## config.mk

```make
export PLATFORM = sky130hd
export DESIGN_NAME = zps_ram
export DESIGN_NICKNAME = d
export VERILOG_FILES = /design/src/sv/zps_ram.sv
export SDC_FILE = /design/constraint.sdc
export NUM_CORES = 1
export LEC_CHECK = 0
export BUFFER_PORTS_ARGS = -buffer_cell sky130_fd_sc_hd__clkbuf_2
export CORE_MARGIN = 1.5
export CORE_UTILIZATION = 51
export DETAILED_ROUTE_END_ITERATION = 10
export MAX_ROUTING_LAYER = met4
export PLACE_DENSITY = 0.7
export SYNTH_ARGS = -nofsm -noshare
export SYNTH_HDL_FRONTEND = slang
export SYNTH_SLANG_ARGS = --single-unit
```

## constraint.sdc

```tcl
create_clock -name i_clk -period 2 [get_ports i_clk]
set_clock_uncertainty 0.05 [all_clocks]
set_input_delay 0.1 -clock i_clk [delete_from_list [all_inputs] [get_ports i_clk]]
set_output_delay 0.1 -clock i_clk [all_outputs]
set_load 0.005 [all_outputs]
```

## src/sv/zps_ram.sv

```systemverilog
// Generic single-port RAM with registered read data.
module zps_ram #(
    parameter int WIDTH = 8,
    parameter int DEPTH = 16
) (
    input  logic                     i_clk,
    input  logic                     i_en,
    input  logic                     i_we,
    input  logic [$clog2(DEPTH)-1:0] i_addr,
    input  logic [WIDTH-1:0]         i_wdata,
    output logic [WIDTH-1:0]         o_rdata
);

    logic [WIDTH-1:0] r_mem [DEPTH];
    logic [WIDTH-1:0] r_rdata;

    always_ff @(posedge i_clk) begin
        if (i_en) begin
            if (i_we) begin
                r_mem[i_addr] <= i_wdata;
            end else begin
                r_rdata <= r_mem[i_addr];
            end
        end
    end

    assign o_rdata = r_rdata;

endmodule

```

==> flow_metrics.tcl <==
set metrics [dict create \
    cts_tree "done" \
    fin_nets 306 \
    powerDensity_nw_per_um2 1020 \
    vias 2553 \
    critPathRequiredTime_ps 2210 \
    syn_nets 249 \
    fmax_mhz 631 \
    fp.dieW_um 104 \
    status "completed" \
    setup_viol_count_final 0 \
    worstHoldPathType "input pin to register" \
    mostFrequentLayoutCell "edfxtp_1" \
    yosysTopAreaCellShare 0.780 \
    ys_seq_area_frac 0.780 \
    internal_power_mw 5.08 \
    place_congestion 0.751 \
    crit_chain "mux4_1, a22oi_1, nand2_1" \
    critical_path_class "register to register" \
    synth.area.top_cells "edfxtp_1 (78%), mux4_1 (8.0%), mux4_2 (6.9%), a22oi_1 (2.3%), nor2_1 (0.93%)" \
    die-area_um2 10900 \
    drtAntennaViolNets 0 \
    period_share 0.793 \
    cts_num_sinks 136 \
    port-buffer-count 22 \
    wire_per_inst_um 22.7 \
    cts_resized 0 \
    initial_utilization 0.531 \
    cts_buffers 17 \
    rsz0062_at_grt "false" \
    ys_ff_latch 136 \
    endpoint_kind "register" \
    drc 0 \
    core_um2 9860 \
    place_ws_ps 189 \
    switchingPower_mw 1.33 \
    grt_max_degree 28 \
    synth_warnings 0 \
    routed_wl_um 9880 \
    maxCapViolations 0 \
    synth_largest_area_cell "edfxtp_1" \
    drt-pass1-iter-count 9 \
    area_growth_pct 19.4 \
    p_leak_nw 2.13 \
    antennaDiodeCount 0 \
    slew_violations 0 \
    clock_latency_ps 520 \
    grt_pass1_vias 2559 \
    power_frac_clock 0.459 \
    ctsHtreeMaxLevel 4 \
    synth.distinct_cells 18 \
    cts_root_buf "clkbuf_8" \
    period_needed_ps 1590 \
    fin_tns_setup_ps 0 \
    slowest_stage "mux4_1" \
    final_hold_viol_count 0 \
    cp.buffers_inverters 0 \
    drive_above_1_share 0.307 \
    dp_hpwl_um 6250 \
    cts.path.max_buffers 2 \
    synthesis.instances 234 \
    grt-ovfl-total 0 \
    syn_area_per_cell_um2 22.4 \
    grt_pass1_wl_um 15300 \
    critPathLaunchType "register" \
    fin_util 0.634 \
    via_per_inst 5.86 \
    pwr-share-comb 0.043 \
    pin_count 23 \
    antenna_found_initial 0 \
    ir_drop_v 0.000530 \
    arrival_ps 1790 \
    critical-path-max-stage-delay_ps 520 \
    fin_area_um2 6260 \
    grt_usage 0.206 \
    switching_share 0.208 \
    pwr-share-seq 0.498 \
    cpLargestDelayFamily "multiplexers" \
    n_fill_cell 652 \
    syn_area_um2 5240 \
    crit_fanout 1 \
    drt_iter0_drc 258 \
    final_cell_mix "edfxtp_1 (136), clkbuf_2 (22), buf_4 (22)" \
    placedInstanceArea_um2 5640 \
    timing.final.ws_setup_ps 414 \
    worst_pin_slew_ps 358 \
    slew-limit-headroom 0.761 \
    cts.clk_slew.worst_paths_ps 60 \
    fp-row-count 36 \
    die_y_um 104 \
]
-- what timing repair did --
item / 4_1_cts / 5_1_grt
buffers inserted: 0 / 0
hold buffers: 5 / 0
hold endpoints to repair: 68 / 0
-- power by group through the flow --
stage	Sequential, mW	Combinational (mW)	Clock (mW)
floorplan	3.25	0.153	0
detailed placement	3.25	0.268	0
global route	3.19	0.298	3.10
finish	3.19	0.275	2.94
CTS	3.19	0.278	2.96
global placement	3.25	0.264	0
-- area by class of cell --
cell class,count,area [um^2],share of cell area
Clock inverter,14,151,0.0242
Sequential cell,136,4080,0.653
Tap cell,133,166,0.0266
Timing Repair Buffer,51,365,0.0584
Clock buffer,17,414,0.0662
Multi-Input combinational cell,85,1070,0.172
-- kinds of logic (layout without fill, tap and decap cells) --
| family | after synthesis | in the layout | synth area share |
|---|---|---|---|
| flip-flops | 136 | 136 | 0.780 |
| AND/OR/NAND/NOR | 37 | 37 | 0.0332 |
| multiplexers | 32 | 32 | 0.149 |
| AO/OA/AOI/OAI | 16 | 16 | 0.0229 |
| buffers and inverters | 13 | 82 | 0.0150 |
-- routing by layer --
metal  up-vias  track usage  part of all wire  wire [um]
li1       1117            -                 -          -
met1      1324        0.284              0.45       4410
met2       101        0.304              0.48       4750
met3        11       0.0401             0.058        571
met4         0       0.0923             0.015        148
met5         -            -                 0          0
-- metrics by stage --
| step | hold WS (ps) | std cells | power, mW |
|---|---|---|---|
| 6_report | 13.1 | 436 | 6.40 |
| 5_1_grt | 22.0 | 436 | 6.59 |
| 2_1_floorplan | 149 | 234 | 3.40 |
| 3_5_place_dp | 455 | 400 | 3.52 |
| 3_3_place_gp | 455 | 400 | 3.51 |
| 4_1_cts | 3.42 | 436 | 6.43 |
-- cells in the mapped netlist --
library cell,count
nor3_1,4
nor2b_1,3
and2_1,1
nand2b_1,2
mux4_1,16
mux4_2,16
nor2_1,13
nand2_1,10
edfxtp_1,136
buf_1,2
a22oi_1,16
buf_6,2
or3_1,1
buf_8,1
nand4_1,1
nand4b_1,2
clkbuf_1,5
buf_2,3
-- state kept, by name, indices dropped and copies added (netlist names) --
register	flops
r_mem	128
o_rdata	8
-- worst paths after layout --
check                                            from               endpoint  slack, ps  depth (start not counted)
worst max-delay path            r_mem[1][4]$_DFFE_PP_   o_rdata[4]$_DFFE_PP_        410                          3
worst min-delay path                       i_wdata[1]  r_mem[0][1]$_DFFE_PP_         10                          1
worst max register to register  r_mem[1][4]$_DFFE_PP_   o_rdata[4]$_DFFE_PP_        410                          3
worst min register to register  r_mem[3][5]$_DFFE_PP_   o_rdata[5]$_DFFE_PP_        720                          3
No activity file was read; power rests on OpenSTA's default activity.
