## config.mk

```make
export PLATFORM = sky130hd
export DESIGN_NAME = zps_ratio
export DESIGN_NICKNAME = d
export VERILOG_FILES = /design/src/sv/zps_pkg.sv /design/src/sv/zps_ratio.sv
export SDC_FILE = /design/constraint.sdc
export NUM_CORES = 1
export LEC_CHECK = 0
export ABC_AREA = 1
export BUFFER_PORTS_ARGS = -buffer_cell sky130_fd_sc_hd__buf_2
export CORE_UTILIZATION = 45
export DETAILED_ROUTE_END_ITERATION = 6
export PLACE_DENSITY = 0.71
export SYNTH_ARGS = -nofsm -noshare
export SYNTH_HDL_FRONTEND = slang
export SYNTH_SLANG_ARGS = --single-unit
```

## constraint.sdc

```tcl
create_clock -name i_clk -period 10.8 [get_ports i_clk]
set_clock_uncertainty 0.05 [all_clocks]
set_input_delay 0.54 -clock i_clk [delete_from_list [all_inputs] [get_ports i_clk]]
set_output_delay 0.54 -clock i_clk [all_outputs]
set_load 0.02 [all_outputs]
```

## src/sv/zps_pkg.sv

```systemverilog
// Shared types, constants and helper functions of the zonal percentile stretch unit.
package zps_pkg;

    localparam int ZONES   = 64;
    localparam int PERIODS = 36;
    localparam int DEPTH   = ZONES * PERIODS;
    localparam int ADDR_W  = $clog2(DEPTH);

    localparam int ZONE_W = 6;
    localparam int PER_W  = 6;
    localparam int VAL_W  = 15;
    localparam int BAND_W = 12;
    localparam int CFG_W  = 6;
    localparam int PCT_W  = 7;

    localparam logic [CFG_W-1:0] START_RESET = CFG_W'(0);
    localparam logic [CFG_W-1:0] PC_RESET    = CFG_W'(PERIODS);

    // period remainder pipeline: MOD_STEPS dividend bits per stage
    localparam int MOD_STEPS  = 4;
    localparam int MOD_STAGES = 4;
    localparam int MOD_W      = MOD_STEPS * MOD_STAGES;

    // ratio datapath widths
    localparam int DIF_W  = VAL_W + 1;
    localparam int NUM_W  = 23;
    localparam int MAG_W  = 22;
    localparam int DMAG_W = VAL_W;
    localparam int Q_W    = 7;
    localparam int Q_LO   = 4;

    localparam int PCT_MAX       = 100;
    localparam int BAND_ZERO_MAX = 5;
    localparam int BAND_TEN_MAX  = 10;
    localparam int BAND_TEN      = 10;
    localparam logic signed [NUM_W-1:0] K_SCALE = NUM_W'(PCT_MAX);

    // input tdata layout
    localparam int IN_TDATA_W = 72;
    localparam int ZONE_LSB   = 0;
    localparam int ZVALID_BIT = 6;
    localparam int PERIOD_LSB = 7;
    localparam int LOW_LSB    = 13;
    localparam int HIGH_LSB   = 28;
    localparam int BAND_LSB   = 43;
    localparam int SAMPLE_LSB = 55;

    // output tdata layout
    localparam int OUT_TDATA_W = 8;
    localparam int DEGEN_BIT   = 7;

    typedef enum logic {
        CMD_WRITE  = 1'b0,
        CMD_SAMPLE = 1'b1
    } t_cmd;

    typedef enum logic {
        CFG_START_DEKAD  = 1'b0,
        CFG_PERIOD_COUNT = 1'b1
    } t_cfg_idx;

    typedef struct packed {
        logic                    valid;
        t_cmd                    cmd;
        logic                    zone_valid;
        logic [ZONE_W-1:0]       zone;
        logic [PER_W-1:0]        period;
        logic signed [VAL_W-1:0] low_bound;
        logic signed [VAL_W-1:0] high_bound;
        logic signed [VAL_W-1:0] sample;
    } t_item;

    typedef struct packed {
        logic valid;
        logic active;
    } t_ctl;

    // MOD_STEPS restoring remainder steps, most significant dividend bit first
    function automatic logic [PER_W-1:0] mod_steps(input logic [PER_W-1:0]     rem_in,
                                                   input logic [MOD_STEPS-1:0] bits,
                                                   input logic [PER_W-1:0]     divisor);
        logic [PER_W:0]   t;
        logic [PER_W-1:0] r;
        r = rem_in;
        for (int i = MOD_STEPS - 1; i >= 0; i--) begin
            t = {r, bits[i]};
            if (t >= {1'b0, divisor}) begin
                t = t - {1'b0, divisor};
            end
            r = t[PER_W-1:0];
        end
        return r;
    endfunction

    // clamp the quotient to 100 and apply the low bands
    function automatic logic [PCT_W-1:0] band_pct(input logic [Q_W-1:0] q,
                                                  input logic           sat);
        logic [PCT_W-1:0] c;
        c = (sat || (q > Q_W'(PCT_MAX))) ? PCT_W'(PCT_MAX) : PCT_W'(q);
        if (c <= PCT_W'(BAND_ZERO_MAX)) begin
            c = '0;
        end else if (c <= PCT_W'(BAND_TEN_MAX)) begin
            c = PCT_W'(BAND_TEN);
        end
        return c;
    endfunction

endpackage

```

## src/sv/zps_ratio.sv

```systemverilog
// Pipelined stretch ratio: 100*(high-sample)/(high-low), clamped and banded.
module zps_ratio (
    input  logic                             i_clk,
    input  logic                             i_rst_n,
    input  logic                             i_adv,
    input  zps_pkg::t_ctl                    i_ctl,
    input  logic signed [zps_pkg::VAL_W-1:0] i_high,
    input  logic signed [zps_pkg::VAL_W-1:0] i_low,
    input  logic signed [zps_pkg::VAL_W-1:0] i_sample,
    output zps_pkg::t_ctl                    o_ctl,
    output logic [zps_pkg::PCT_W-1:0]        o_percentage,
    output logic                             o_degenerate
);
    import zps_pkg::*;

    // stage 1: differences
    t_ctl                    r1_ctl;
    logic signed [DIF_W-1:0] r1_den;
    logic signed [DIF_W-1:0] r1_dif;

    // stage 2: magnitudes and sign outcome
    t_ctl              r2_ctl;
    logic [MAG_W-1:0]  r2_mag;
    logic [DMAG_W-1:0] r2_dmag;
    logic              r2_pos;
    logic              r2_degen;

    // stages 3 and 4: quotient bits, high part then low part
    t_ctl              r3_ctl;
    logic [MAG_W-1:0]  r3_rem;
    logic [DMAG_W-1:0] r3_dmag;
    logic [Q_W-1:0]    r3_q;
    logic              r3_sat;
    logic              r3_pos;
    logic              r3_degen;

    t_ctl           r4_ctl;
    logic [Q_W-1:0] r4_q;
    logic           r4_sat;
    logic           r4_pos;
    logic           r4_degen;

    logic signed [NUM_W-1:0] n2_num;
    logic [MAG_W-1:0]        n3_rem;
    logic [Q_W-1:0]          n3_q;
    logic                    n3_sat;
    logic [Q_W-1:0]          n4_q;

    always_comb begin
        n2_num = NUM_W'(r1_dif) * K_SCALE;
    end

    always_comb begin
        logic [MAG_W-1:0] r;
        logic [MAG_W-1:0] cand;
        r      = r2_mag;
        n3_q   = '0;
        n3_sat = (r2_mag >= (MAG_W'(r2_dmag) << Q_W));
        for (int k = Q_W - 1; k >= Q_LO; k--) begin
            cand = MAG_W'(r2_dmag) << k;
            if (r >= cand) begin
                r       = r - cand;
                n3_q[k] = 1'b1;
            end
        end
        n3_rem = r;
    end

    always_comb begin
        logic [MAG_W-1:0] r;
        logic [MAG_W-1:0] cand;
        r    = r3_rem;
        n4_q = r3_q;
        for (int k = Q_LO - 1; k >= 0; k--) begin
            cand = MAG_W'(r3_dmag) << k;
            if (r >= cand) begin
                r       = r - cand;
                n4_q[k] = 1'b1;
            end
        end
    end

    always_ff @(posedge i_clk) begin
        if (!i_rst_n) begin
            r1_ctl <= '0;
            r2_ctl <= '0;
            r3_ctl <= '0;
            r4_ctl <= '0;
        end else if (i_adv) begin
            r1_ctl <= i_ctl;
            r2_ctl <= r1_ctl;
            r3_ctl <= r2_ctl;
            r4_ctl <= r3_ctl;
        end
    end

    always_ff @(posedge i_clk) begin
        if (i_adv) begin
            r1_den   <= DIF_W'(i_high) - DIF_W'(i_low);
            r1_dif   <= DIF_W'(i_high) - DIF_W'(i_sample);
            r2_mag   <= n2_num[NUM_W-1] ? MAG_W'(-n2_num) : MAG_W'(n2_num);
            r2_dmag  <= r1_den[DIF_W-1] ? DMAG_W'(-r1_den) : DMAG_W'(r1_den);
            // a negative or zero quotient clamps to zero
            r2_pos   <= (r1_dif != '0) && (r1_den != '0) &&
                        (r1_dif[DIF_W-1] == r1_den[DIF_W-1]);
            r2_degen <= (r1_den == '0);
            r3_rem   <= n3_rem;
            r3_dmag  <= r2_dmag;
            r3_q     <= n3_q;
            r3_sat   <= n3_sat;
            r3_pos   <= r2_pos;
            r3_degen <= r2_degen;
            r4_q     <= n4_q;
            r4_sat   <= r3_sat;
            r4_pos   <= r3_pos;
            r4_degen <= r3_degen;
        end
    end

    always_comb begin
        o_ctl        = r4_ctl;
        o_percentage = '0;
        o_degenerate = 1'b0;
        if (r4_ctl.active) begin
            if (r4_degen) begin
                o_degenerate = 1'b1;
            end else if (r4_pos) begin
                o_percentage = band_pct(r4_q, r4_sat);
            end
        end
    end

endmodule

```

==> out/results.md <==
* clock latency on the worst-skew pair: 430 ps
* Critical Path Start: r3_dmag[4]
* largest net degree at the start of global routing: 83
* drt wl/cell: 14.8 µm
* number of remaining DRC errors: 0
* core region area: 31800 µm²
* Worst setup SP type: flop
* flop-to-flop setup slack: 2210 ps
* most frequent CP cell: sky130_fd_sc_hd__nand2_1
* Post-DRT Antenna Nets: 0
* clock sinks: 128
* Mapped Area: 14700 µm²
* cts-stage hold buffer count: 0
* Hold WC Path Type: primary input to flop
* Std-Cell Rows: 65
* data required time of the critical path: 10930 ps
* Final Hold Viols: 0
* core utilization of the finished layout: 50.2%
* element type at the critical path end: flop
* share of post-route cells with drive strength above 1: 7.36%
* Antenna Cells: 0
* Total Negative Setup Slacks: 0 ps
* Final HPWL DP: 30500 µm
* number of top-level design ports: 60
* wire length of the first global-routing pass: 59700 µm
* transition at the pin with the smallest max-transition slack: 1080 ps
* largest family of logic cells by synthesized area: simple AND/OR/NAND/NOR gates
* Cells on Worst Hold Path: 3
* arrival time at the worst endpoint: 8730 ps
* width of the chip: 183 µm
* Synthesis Warnings: 0
* Avg Inst Size Synth: 7.51 µm²
* minimum period implied by the final worst setup slack: 8590 ps
* largest fanout on the critical path: 26
* CP Class: flop to flop
* worst hold path startpoint: i_ctl[0]
* Worst R2R Path Depth: 46
* post-synthesis cell count: 1953
* complex-gate fraction of the synthesized area: 12.4%
* Resized cells post-CTS: 0
* residual overflow from global routing: 0
* reg-to-reg startpoint: r3_dmag[4]
* max-cap viol count: 0
* clock tree from TritonCTS: yes
* Final Cycle Share: 79.6%
* Die Area: 33300 µm²
* vias after detailed routing: 12843
* proportion of synthesized area in mux cells: 0%
* initial antenna violation count: 0
* FFs w/ async S/R, synth: 0%
* GRT Overall Usage: 22.5%
* end point of the most critical hold path: r1_ctl[0]
* simple-gate share of the synthesized area: 22.5%
* worst max-slew margin expressed relative to the limit: 28.3%
* clock root cell: sky130_fd_sc_hd__clkbuf_16
* Die Y: 183 µm
* Via-to-Cell Ratio: 5.22
* flops & latches, synth: 128
* initial drt markers: 684
* top library cells by usage in the layout, fill and taps aside: sky130_fd_sc_hd__nand2_1 (434), sky130_fd_sc_hd__inv_1 (345), sky130_fd_sc_hd__ha_1 (206)
* total length of routed wires: 36500 µm
* most common library cell in the layout ignoring fill and taps: sky130_fd_sc_hd__nand2_1
* count of final max-slew check failures: 0
* H-tree depth: 4
* Max Buffers Root-to-Sink: 2
* Crit Reg-Reg Endpoint: r4_q[0]
* count of endpoints failing setup in the final report: 0
* via count of the first global-routing pass: 12720
* DR pass1 iterations: 5
* unrepaired setup endpoints after global routing: no
* gp weighted congestion: 0.951
* clock slew at the register clock pins of the worst setup and hold paths: 60 ps
* Setup Fix Bufs, Post-CTS: 0
* number of enable-type register cells in the synthesized netlist: 120
* number of CTS-inserted buffers: 17
* timing-limited maximum frequency: 116 MHz
* Layout area overhead: 8.86%
* synthesized net count: 2231
* number of buffer cells added on primary ports: 59
* cell with the biggest individual delay on the critical path: sky130_fd_sc_hd__fa_1
* xor/xnor share of the synthesized area: 8.89%
* outcome: complete, no violations
* Most used DFF post-synth: sky130_fd_sc_hd__edfxtp_1
* adder-cell share of the synthesized area: 20.6%
* net count reported at finish: 2290
* sequential fraction of the synthesis area: 25.7%
* count of unique library cells instantiated by Yosys: 59
* delay of the slowest cell on the worst path: 430 ps
* starting density of the core: 46.1%
[final cells by class]
type,count,area (µm²)
Inverter,357,1340
Multi-Input combinational cell,1448,9450
Fill cell,3078,15800
Sequential cell,128,3760
Clock inverter,12,98.8
Tap cell,435,544
Timing Repair Buffer,60,305
Clock buffer,20,468
[synth_stat cells (4+ instances only)]
cell type / instances / share of area [%]
sky130_fd_sc_hd__buf_2: 5 / 0.17
sky130_fd_sc_hd__dfxtp_1: 8 / 1.1
sky130_fd_sc_hd__nor4_1: 8 / 0.34
sky130_fd_sc_hd__a31oi_1: 13 / 0.55
sky130_fd_sc_hd__nand3b_1: 5 / 0.26
sky130_fd_sc_hd__nor3_1: 28 / 0.96
sky130_fd_sc_hd__o31ai_1: 6 / 0.31
sky130_fd_sc_hd__a21o_1: 8 / 0.41
sky130_fd_sc_hd__o21ai_0: 122 / 4.2
sky130_fd_sc_hd__inv_2: 10 / 0.26
sky130_fd_sc_hd__fa_1: 22 / 3.0
sky130_fd_sc_hd__o211ai_1: 5 / 0.26
sky130_fd_sc_hd__inv_1: 345 / 8.8
sky130_fd_sc_hd__edfxtp_1: 120 / 25
sky130_fd_sc_hd__nand2_2: 11 / 0.47
sky130_fd_sc_hd__nor2_2: 8 / 0.34
sky130_fd_sc_hd__a21oi_1: 133 / 4.5
sky130_fd_sc_hd__xor2_1: 92 / 5.5
sky130_fd_sc_hd__nor2_1: 106 / 2.7
sky130_fd_sc_hd__o221ai_1: 4 / 0.24
sky130_fd_sc_hd__nand3_1: 82 / 2.8
sky130_fd_sc_hd__nand3_2: 5 / 0.34
sky130_fd_sc_hd__a211oi_1: 7 / 0.36
sky130_fd_sc_hd__buf_6: 4 / 0.31
sky130_fd_sc_hd__xnor2_1: 57 / 3.4
sky130_fd_sc_hd__nand2_1: 434 / 11
sky130_fd_sc_hd__clkbuf_1: 9 / 0.23
sky130_fd_sc_hd__nand4_1: 34 / 1.4
sky130_fd_sc_hd__ha_1: 206 / 18
sky130_fd_sc_hd__o21bai_1: 8 / 0.41
[flip-flops by register name, indices dropped and copies added, names as in the netlist, 2 cells and up]
register,count
o_ctl,2
r1_ctl,2
r1_den,16
r1_dif,16
r2_ctl,2
r2_dmag,15
r2_mag,20
r3_ctl,2
r3_dmag,15
r3_q,3
r3_rem,20
r4_q,7
[per-layer routing]
layer / up-vias / track usage [%] / wire length (µm)
met1: 5903 / 26.2 / 15600
met3: 63 / 2.57 / 1430
met2: 306 / 42.0 / 18400
met5: - / 0 / 0
li1: 6571 / - / -
met4: 0 / 8.20 / 1060
[worst max path at each step]
stage	cells after the start	to
3_5_place_dp	46	r4_q[0]
3_3_place_gp	46	r4_q[0]
5_1_grt	46	r4_q[0]
4_1_cts	46	r4_q[0]
6_report	46	r4_q[0]
2_1_floorplan	48	r4_q[0]
[kinds of logic after synthesis]
kind of cell / Yosys count
AND/OR/NAND/NOR: 744
buffers and inverters: 377
AO/OA/AOI/OAI: 327
adder cells (fa/ha/maj): 228
XOR/XNOR: 149
flip-flops: 128
[critical path, delay by kind of cell (launching register included)]
| kind | cells | cell delay [ps] |
|---|---|---|
| AND/OR/NAND/NOR | 25 | 3050 |
| AO/OA/AOI/OAI | 11 | 2490 |
| adder cells (fa/ha/maj) | 4 | 1450 |
| buffers and inverters | 6 | 930 |
| flip-flops | 1 | 320 |
[per-stage QoR]
stage	instances	cell area [µm²]	hold slack [ps]	worst slack, ps
floorplan	1953	14700	350	3640
global placement	2428	15400	353	2430
detailed placement	2428	15400	355	2270
finish	2460	16000	286	2210
CTS	2460	16000	274	2220
global route	2460	16000	296	1370
Power is not shown: default switching activity piles up to over one toggle a cycle in this logic, so the estimate is an artifact.
